--- config.mk ---
export PLATFORM = sky130hd
export DESIGN_NAME = lmm4_result_fifo
export DESIGN_NICKNAME = d
export VERILOG_FILES = /design/src/sv/lmm4_pkg.sv /design/src/sv/lmm4_result_fifo.sv
export SDC_FILE = /design/constraint.sdc
export NUM_CORES = 1
export LEC_CHECK = 0
export BUFFER_PORTS_ARGS = -buffer_cell sky130_fd_sc_hd__buf_4
export CELL_PAD_IN_SITES_DETAIL_PLACEMENT = 2
export CELL_PAD_IN_SITES_GLOBAL_PLACEMENT = 2
export CORE_ASPECT_RATIO = 0.7
export CORE_MARGIN = 2
export CORE_UTILIZATION = 40
export CTS_CLUSTER_DIAMETER = 80
export DETAILED_ROUTE_END_ITERATION = 8
export PLACE_DENSITY = 0.8
export SETUP_SLACK_MARGIN = 0.1
export SLEW_MARGIN = 25
export SYNTH_ARGS = -nofsm -noshare
export SYNTH_HDL_FRONTEND = slang
export SYNTH_SLANG_ARGS = --single-unit
--- constraint.sdc ---
create_clock -name clk_i -period 3.31 [get_ports clk_i]
set_input_delay 0.331 -clock clk_i [delete_from_list [all_inputs] [get_ports clk_i]]
set_output_delay 0.331 -clock clk_i [all_outputs]
set_load 0.03 [all_outputs]
--- src/sv/lmm4_pkg.sv ---
// Shared types, constants and helpers for the 4-neighbor local maximum mask unit.
// No dependencies; imported by every module of the block.
`timescale 1ns / 1ps

package lmm4_pkg;

  // Geometry and sample size
  localparam int MAX_WIDTH  = 1024;
  localparam int MAX_HEIGHT = 4096;
  localparam int PIXEL_BITS = 16;
  localparam int COL_W      = $clog2(MAX_WIDTH);
  localparam int ROW_W      = $clog2(MAX_HEIGHT);
  localparam int FW_W       = 11;  // frame_width register
  localparam int FH_W       = 13;  // frame_height register
  localparam int MIN_DIM    = 3;

  // Result queue
  localparam int FIFO_DEPTH = 4;
  localparam int FPTR_W     = $clog2(FIFO_DEPTH);
  localparam int FCNT_W     = FPTR_W + 1;

  // Configuration port
  localparam int APB_AW = 4;
  localparam int APB_DW = 32;

  typedef enum logic [1:0] {
    REG_FRAME_WIDTH  = 2'd0,
    REG_FRAME_HEIGHT = 2'd1,
    REG_PIXEL_SIGNED = 2'd2
  } cfg_reg_e;

  // One line store entry: the column's two previous rows
  typedef struct packed {
    logic [PIXEL_BITS-1:0] older;
    logic [PIXEL_BITS-1:0] newer;
  } line_entry_t;

  // One mask result
  typedef struct packed {
    logic             is_max;
    logic [ROW_W-1:0] row;
    logic [COL_W-1:0] col;
    logic             done;
  } result_t;

  // Unsigned key with the same ordering as the sample under the chosen mode
  function automatic logic [PIXEL_BITS-1:0] order_key(input logic [PIXEL_BITS-1:0] v,
                                                      input logic sgn);
    return {v[PIXEL_BITS-1] ^ sgn, v[PIXEL_BITS-2:0]};
  endfunction

endpackage

--- src/sv/lmm4_result_fifo.sv ---
// Result queue: takes up to two mask results per cycle, gives one per cycle unless the output is stalled.
// Depends on lmm4_pkg.
`timescale 1ns / 1ps

module lmm4_result_fifo
  import lmm4_pkg::*;
(
  input  logic    clk_i,
  input  logic    rst_ni,
  input  logic    push0_i,
  input  result_t data0_i,
  input  logic    push1_i,
  input  result_t data1_i,
  output logic    room2_o,
  output logic    valid_o,
  output result_t data_o,
  input  logic    stall_i
);

  result_t entries [FIFO_DEPTH];
  logic [FPTR_W-1:0] wr_ptr_q, wr_ptr_d, rd_ptr_q, rd_ptr_d;
  logic [FCNT_W-1:0] count_q, count_d;
  logic [FCNT_W-1:0] n_push;
  logic              pop;

  assign pop    = (count_q != '0) && !stall_i;
  assign n_push = FCNT_W'(push0_i) + FCNT_W'(push1_i);

  // Pointer and fill bookkeeping
  always_comb begin
    wr_ptr_d = wr_ptr_q + FPTR_W'(n_push);
    rd_ptr_d = rd_ptr_q + FPTR_W'(pop);
    count_d  = count_q + n_push - FCNT_W'(pop);
  end

  always_ff @(posedge clk_i or negedge rst_ni) begin
    if (!rst_ni) begin
      wr_ptr_q <= '0;
      rd_ptr_q <= '0;
      count_q  <= '0;
    end else begin
      wr_ptr_q <= wr_ptr_d;
      rd_ptr_q <= rd_ptr_d;
      count_q  <= count_d;
    end
  end

  // Entry storage
  always_ff @(posedge clk_i) begin
    if (push0_i) begin
      entries[wr_ptr_q] <= data0_i;
    end
    if (push1_i) begin
      entries[wr_ptr_q + FPTR_W'(1)] <= data1_i;
    end
  end

  assign room2_o = count_q <= FCNT_W'(FIFO_DEPTH - 2);
  assign valid_o = count_q != '0;
  assign data_o  = entries[rd_ptr_q];

endmodule

[After elaboration in Yosys (flattened, before gate mapping)]
Memories as Yosys holds them, arrays and structs flattened.
Index checks and enable logic that the tools add are counted.
Storage, ports and cells
  bits in writable memories: 96
  memories: 1
  logic and storage cells: 18
  register bits: 7
  output and inout bits: 26
Memories
  entries: words 4, bits a word 24, rd ports 1, clocked after Yosys merged registers in 0, write ports 2, line lmm4_result_fifo.sv:20  | result_t entries [FIFO_DEPTH];
Operators by class
  muxes and demuxes: 4
  order comparisons: 1
  reductions and logical operators: 3
  add/subtract/negate cells: 6
Operators by type and width (number)
  2-to-1 mux 1 bit: 4
  adder 3 x 2 -> 3 bit: 1
  less-or-equal comparator 3 x 2 -> 1 bit (second input constant): 1
  nonzero test 3 bit: 1
  subtractor 3 x 1 -> 3 bit: 1
  adder 1 x 1 -> 2 bit: 1
  adder 2 x 1 -> 2 bit: 1
  adder 2 x 1 -> 2 bit (second input constant): 1
  adder 2 bit: 1
  logical AND 1 bit: 1
  logical NOT 1 bit: 1

[Logic depth before layout (Yosys ltp)]
Gate-level depths: netlist (run 1).
  word-level depth: 3
  depth in mapped cells: 9
  gate-level depth less buffers: 9

[Worst setup path before layout (run 1)]
Ideal clock, no wire load.
  path type: register to register
  start point: register wr_ptr_q[0]
  end point: memory entries[2][0] in the netlist's numbering (enable)
  slack: 0.463 ns
  buffers on the path: 1
  period minus slack after synthesis: 2.847 ns
  setup time: 0.438 ns
  stages on the path, launching flop included: 4
  data arrival time: 2.409 ns
  data required time: 2.872 ns
  cell sequence: dfrtp_1 buf_2 nand2b_1 o21ai_0
RTL lines
  start, declared: line lmm4_result_fifo.sv:21  | logic [FPTR_W-1:0] wr_ptr_q, wr_ptr_d, rd_ptr_q, rd_ptr_d;
  start signal, assigned: line lmm4_result_fifo.sv:42  | wr_ptr_q <= wr_ptr_d;
  end, declared: line lmm4_result_fifo.sv:20

==> flow_metrics.tcl, run 1 <==
set metrics [dict create \
    detailed_place_hpwl_um 7730 \
    reg2regPathDepth 9 \
    via_count 2744 \
    antenna_found_initial 0 \
    viasPerCell 5.27 \
    cts_buffers 9 \
    ant_nets 0 \
    synth-seq-cells 103 \
    p_leak_nw 2.24 \
    portBuffers 78 \
    place_congestion 0.737 \
    avgSynthCellArea_um2 18.6 \
    p_int_mw 3.75 \
    synth_nets 331 \
    netlist.area_leader.share_pct 57.1 \
    crit_type "register to output port" \
    die_y_um 98.0 \
    cts_sinks 103 \
    slew_headroom_pct 37.2 \
    grt_pass1_vias 3163 \
    holdBufCountCts 1 \
    grt_usage_pct 18.7 \
    critPathRequiredTime_ns 2.98 \
    fin_crit_sh_pct 75.6 \
    start_util_pct 40.8 \
    critPathMaxFanout 14 \
    status "completed" \
    max_clock_freq_ghz 0.399 \
    h-tree-depth 3 \
    die_w_um 138 \
    clk_pin_slew_worst_paths_ns 0.07 \
    rsz0062_at_grt "false" \
    rows 34 \
    p_seq_share_pct 38.0 \
    final-max-slew-violation-count 0 \
    finalCriticalPeriod_ns 2.50 \
    drv_cap 0 \
    cts_resized 0 \
    initialDrtViolationCount 97 \
    grt_pass1_wl_um 19000 \
    start_kind "register" \
    worstSkewPairLatency_ns 0.34 \
    finalHoldViolations 0 \
    syn_to_final_growth_pct 22.1 \
    syn_inst 271 \
    layout.cells.non_filler 521 \
    n_fill_cell 1116 \
    fin_setup_tns_ns 0 \
    skew_ns 0.00501 \
    drive_above_1_share_pct 63.0 \
    hold_depth 2 \
    core_mm2 0.0124 \
    end_kind "output port" \
    p_total_mw 5.86 \
    placed_cells 503 \
    pre_cts_ws_ns 0.958 \
    synthTopCellsByArea "edfxtp_1 57%, mux2_2 21%, mux4_2 11%" \
    routed_wl_um 12400 \
    drtPass1Iterations 4 \
    root_buffer "clkbuf_16" \
    io_pins 79 \
    drt-wirelength-per-cell_um 23.8 \
    yosysSeqAreaShare_pct 60.6 \
    setup_viol_count_final 0 \
    combPwrFrac_pct 43.1 \
    dieArea_mm2 0.0135 \
    final_nets 414 \
    yosysUniqueCellTypes 24 \
    p_sw_share_pct 35.9 \
    arrival_ns 2.17 \
    drc 0 \
    synth.largest_area_cell "edfxtp_1" \
    syn-cell-area_mm2 0.00505 \
    cts_tree "yes" \
    ctsLongestPathBuffers 2 \
    p_clk_share_pct 18.9 \
    ir_drop_v 0.000474 \
    holdWs_ns 0.313 \
    fin_ws_ns 0.806 \
    tightest_slew_ns 0.938 \
    post_cts_buffers 0 \
    antenna-diode-count 0 \
    switchingPower_mw 2.10 \
    min_path_type "primary input to register" \
    yosysWarnings 0 \
    power.density_mw_per_mm2 950 \
    grt_max_degree 25 \
    grt_remaining_overflow 0 \
]
## final timing paths
| path | endpoint | slack (ns) | startpoint |
|---|---|---|---|
| setup reg to reg | count_q[2] | 0.91 | count_q[2] |
| hold / removal | entries[2][15] | 0.31 | data0_i[15] |
| min in group asynchronous | wr_ptr_q[0] | 0.34 | rst_ni |
| hold reg to reg | count_q[2] | 0.54 | count_q[2] |
| setup / recovery | data_o[0] | 0.81 | rd_ptr_q[0] |
| max in group asynchronous | rd_ptr_q[0] | 2.84 | rst_ni |
## cell families (layout without fill, tap and decap cells)
family	count (synthesis)	after routing	synth area share, %
multiplexers	121	121	32.3
flip-flops	103	103	60.6
buffers and inverters	23	111	2.48
AND/OR/NAND/NOR	9	9	1.54
adder cells (fa/ha/maj)	7	7	1.88
XOR/XNOR	5	5	0.868
AO/OA/AOI/OAI	3	3	0.297
## synthesized netlist by cell type
cell	count
nand2b_1	1
nand3_2	1
buf_4	3
xor2_1	2
edfxtp_1	96
nor3b_4	1
nand3b_2	2
nor2b_1	1
clkbuf_1	1
xnor2_1	3
o21ai_0	2
ha_1	6
buf_2	10
or3_1	1
fa_1	1
mux2i_1	1
mux2_1	1
a21oi_1	1
nor2_1	2
mux2_2	95
inv_1	7
mux4_2	24
buf_6	2
dfrtp_1	7
## final cells by class
type                       count  area, um2  share of cell area (%)
clock buffer                  10        229                    3.71
clock inverter                 6       75.1                    1.22
inverter                       7       26.3                   0.426
multi-input combinational    145       1900                    30.8
sequential                   103       3060                    49.6
tap                          162        203                    3.29
timing repair buffer          88        671                    10.9
## metal layers
layer | routed length, um | vias up | share of wire [%] | track usage (%)
met3 | 489 | 8 | 3.9 | 4.95
li1 | - | 1257 | - | -
met1 | 5650 | 1417 | 45 | 24.4
met2 | 6200 | 62 | 50 | 32.0
met4 | 81 | 0 | 0.65 | 3.53
met5 | 0 | - | 0 | 0
## power by group through the flow
stage / Sequential, mW / Clock [mW] / Combinational [mW]
floorplan: 2.09 / 0 / 1.79
global placement: 2.22 / 0 / 2.48
detailed placement: 2.25 / 0 / 2.53
CTS: 2.23 / 1.13 / 2.55
global route: 2.28 / 1.17 / 2.69
finish: 2.22 / 1.11 / 2.53
## state kept, by name (all words and copies together), names as in the netlist
register,flops
wr_ptr_q,2
entries,96
rd_ptr_q,2
count_q,3
## stage by stage
stage / util (%) / instance area, um2
finish: 49.8 / 6160
global route: 49.8 / 6160
CTS: 49.7 / 6150
detailed placement: 47.1 / 5830
global placement: 47.1 / 5830
floorplan: - / 5050
## worst max-delay path, stage by stage (launching register included)
cell,delay (ns)
dfrtp_2,0.69
buf_4,0.35
mux4_2,0.57
buf_4,0.19
## placed cells by master, fill, tap and decap left out, drive strengths merged
master / Yosys / final
ha: 6 / 6
nor3b: 1 / 1
a21oi: 1 / 1
dlygate4sd3: 0 / 1
clkinv: 0 / 4
o21ai: 2 / 2
clkbuf: 1 / 10
buf: 15 / 87
nand3b: 2 / 2
mux2i: 1 / 1
nand3: 1 / 1
inv: 7 / 7
nor2b: 1 / 1
nand2b: 1 / 1
mux2: 96 / 96
mux4: 24 / 24
xnor2: 3 / 3
nor2: 2 / 2
bufinv: 0 / 2
edfxtp: 96 / 96
xor2: 2 / 2
fa: 1 / 1
dfrtp: 7 / 7
or3: 1 / 1
Power figures use the tool's default switching activity.
==> run 2, diff against run 1 <==
- ABC_AREA: unset -> 1
- CORE_UTILIZATION: 40 -> 31
- PLACE_DENSITY: 0.8 -> 0.81
- clock period: 3.31 -> 2.16 ns (I/O delays scaled with it)
==> run 2 against run 1 <==
Against the previous run: largest power group unchanged; area after synthesis up 17%; wire length grew 67%; sequential power is 51% higher; clock skew increased by 0.0050 ns; worst hold slack got worse by 0.16 ns; non-clock buffer count is 17 higher; largest cell class unchanged; global-route usage increased by 2.4 points; final area rose by 16%; die area increased by 50%.
==> flow_metrics.tcl, run 2 <==
set metrics [dict create \
    status "completed" \
    setup_viol_count_final 0 \
    die_w_um 169 \
    p_total_mw 10.7 \
    reg_top3 "entries (96), count_q (3)" \
    antenna_found_initial 0 \
    end_kind "output port" \
    arrival_ns 1.73 \
    skew_ns 0.0100 \
    synth_commonest_cells "304 x nand2_1, 133 x inv_1, 96 x edfxtp_1" \
    finalCriticalPeriod_ns 1.95 \
    drtPass1Iterations 4 \
    cts_tree "yes" \
    p_leak_nw 3.63 \
    slew_headroom_pct 41.1 \
    p_seq_share_pct 31.3 \
    rsz0062_at_grt "true" \
    h-tree-depth 3 \
    grt_pass1_wl_um 32600 \
    routed_wl_um 20700 \
    power.density_mw_per_mm2 1500 \
    grt_pass1_vias 5815 \
    grt_usage_pct 21.1 \
    die_y_um 120 \
    antenna-diode-count 0 \
    p_clk_share_pct 15.6 \
    yosysMostFrequentCell "nand2_1" \
    dieArea_mm2 0.0203 \
    synth-seq-cells 103 \
    yosysSeqAreaShare_pct 51.6 \
    regMostFlops "entries" \
    avgSynthCellArea_um2 7.87 \
    max_clock_freq_ghz 0.514 \
    yosysUniqueCellTypes 25 \
    critPathMaxFanout 33 \
    ant_nets 0 \
    grt_max_degree 77 \
    syn_to_final_growth_pct 20.5 \
    ir_drop_v 0.000725 \
    start_kind "register" \
    io_pins 79 \
    synth.largest_area_cell "edfxtp_1" \
    ctsLongestPathBuffers 2 \
    async_flop_share_pct 6.80 \
    p_sw_share_pct 46.8 \
    worstSkewPairLatency_ns 0.36 \
    fin_setup_tns_ns 0 \
    crit_type "register to output port" \
    fin_crit_sh_pct 90.1 \
    via_count 5440 \
    final_common_cell "nand2_1" \
    drc 0 \
    synth_ff_type "edfxtp_1" \
    initialDrtViolationCount 363 \
    rows 42 \
    netlist.area_leader.share_pct 48.6 \
    detailed_place_hpwl_um 13400 \
    portBuffers 78 \
    syn-cell-area_mm2 0.00593 \
    final_nets 883 \
    cts_sinks 103 \
    combPwrFrac_pct 53.1 \
    yosysWarnings 0 \
    switchingPower_mw 5.03 \
    viasPerCell 5.08 \
    drive_above_1_share_pct 16.1 \
    clk_pin_slew_worst_paths_ns 0.08 \
    drt-wirelength-per-cell_um 19.3 \
    place_congestion 0.755 \
    most-common-layout-cells "304 x nand2_1, 133 x inv_1, 100 x buf_4" \
    cts_buffers 9 \
    min_path_type "primary input to register" \
    place_area_mm2 0.00682 \
    synthTopCellsByArea "edfxtp_1 49%, nand2_1 19%, inv_1 8.4%" \
    synth-edff-count 96 \
    largest_reg_flops 96 \
    drv_cap 0 \
    critPathRequiredTime_ns 1.94 \
    synth_nets 813 \
    root_buffer "clkbuf_16" \
    core_mm2 0.0188 \
    tightest_slew_ns 0.883 \
    n_fill_cell 2169 \
    grt_remaining_overflow 0 \
    finalHoldViolations 0 \
    start_util_pct 31.5 \
    p_int_mw 5.72 \
    syn_inst 753 \
    final_area_mm2 0.00714 \
    final-max-slew-violation-count 0 \
]
run 2: cell count changes after synthesis, sizes merged, moves of 2 or more:
cell and delta:
nand3b -2, mux2 -96, clkbuf +10, nand3 +79, mux4 -24, o21ai +22, xnor2 -3, inv +127
nand2 +305, nand4 +48, buf +20
run 2: worst max-delay path, cell delays in order, from the launching register on:
cell,delay (ns)
dfrtp_2,0.44
inv_1,0.09
buf_6,0.29
nand2_1,0.11
nand3_1,0.09
nand2_1,0.13
buf_4,0.20
run 2: cell families (layout without fill, tap and decap cells):
group,count (synthesis),in the layout,synth area share [%]
AND/OR/NAND/NOR,435,435,31.7
buffers and inverters,181,256,12.4
flip-flops,103,103,51.6
AO/OA/AOI/OAI,26,26,2.51
adder cells (fa/ha/maj),7,7,1.60
XOR/XNOR,1,1,0.148
run 2: worst paths after layout:
kind                                 end   startpoint  slack (ns)  cells after the start
min                        entries[3][7]   data0_i[7]        0.15                      3
min in group asynchronous    wr_ptr_q[0]       rst_ni        0.21                      2
max reg2reg                   count_q[2]   count_q[1]        0.21                     11
min reg2reg                   count_q[0]   count_q[0]        0.55                      1
max                            data_o[2]  rd_ptr_q[0]        0.21                      6
max in group asynchronous    rd_ptr_q[0]       rst_ni        1.81                      2
run 2: stage by stage:
| step | worst slack, ns | util (%) | hold WS, ns | cells |
|---|---|---|---|---|
| after global routing | 0.0795 | 38.0 | 0.160 | 1070 |
| after CTS | 0.108 | 37.9 | 0.145 | 1069 |
| after detailed placement | 0.135 | 36.2 | 0.0398 | 1052 |
| after floorplan | 0.247 | - | -0.0796 | 753 |
| after global placement | 0.239 | 36.2 | 0.0380 | 1052 |
| final | 0.213 | 38.0 | 0.151 | 1070 |
run 2: final cells by class:
| cell class | instances | area, um2 | area share, % |
|---|---|---|---|
| Clock inverter | 6 | 68.8 | 0.963 |
| Timing Repair Buffer | 105 | 832 | 11.6 |
| Sequential cell | 103 | 3060 | 42.8 |
| Inverter | 135 | 507 | 7.09 |
| Clock buffer | 10 | 229 | 3.21 |
| Multi-Input combinational cell | 469 | 2140 | 30.0 |
| Tap cell | 242 | 303 | 4.24 |
run 2: timing repair:
| item | in CTS | in global routing |
|---|---|---|
| resized for setup | 0 | 3 |
| endpoints found under the setup margin | 0 | 8 |
| buffers inserted | 0 | 1 |
| hold buffers | 1 | 0 |
| hold endpoints to repair | 7 | 0 |
run 2: power by group through the flow:
stage	sequential [mW]	clock (mW)	combinational, mW
6_report	3.36	1.68	5.71
5_1_grt	3.43	1.79	6.24
4_1_cts	3.37	1.72	5.74
3_5_place_dp	3.41	0	5.70
3_3_place_gp	3.36	0	5.54
2_1_floorplan	3.32	0	3.45
run 2: layer usage:
layer | share of wire (%) | GRT usage [%] | wire [um]
met1 | 48 | 29.5 | 9870
met2 | 48 | 34.9 | 9980
met5 | 0 | 0 | 0
met3 | 3.5 | 3.50 | 729
met4 | 0.59 | 4.06 | 122
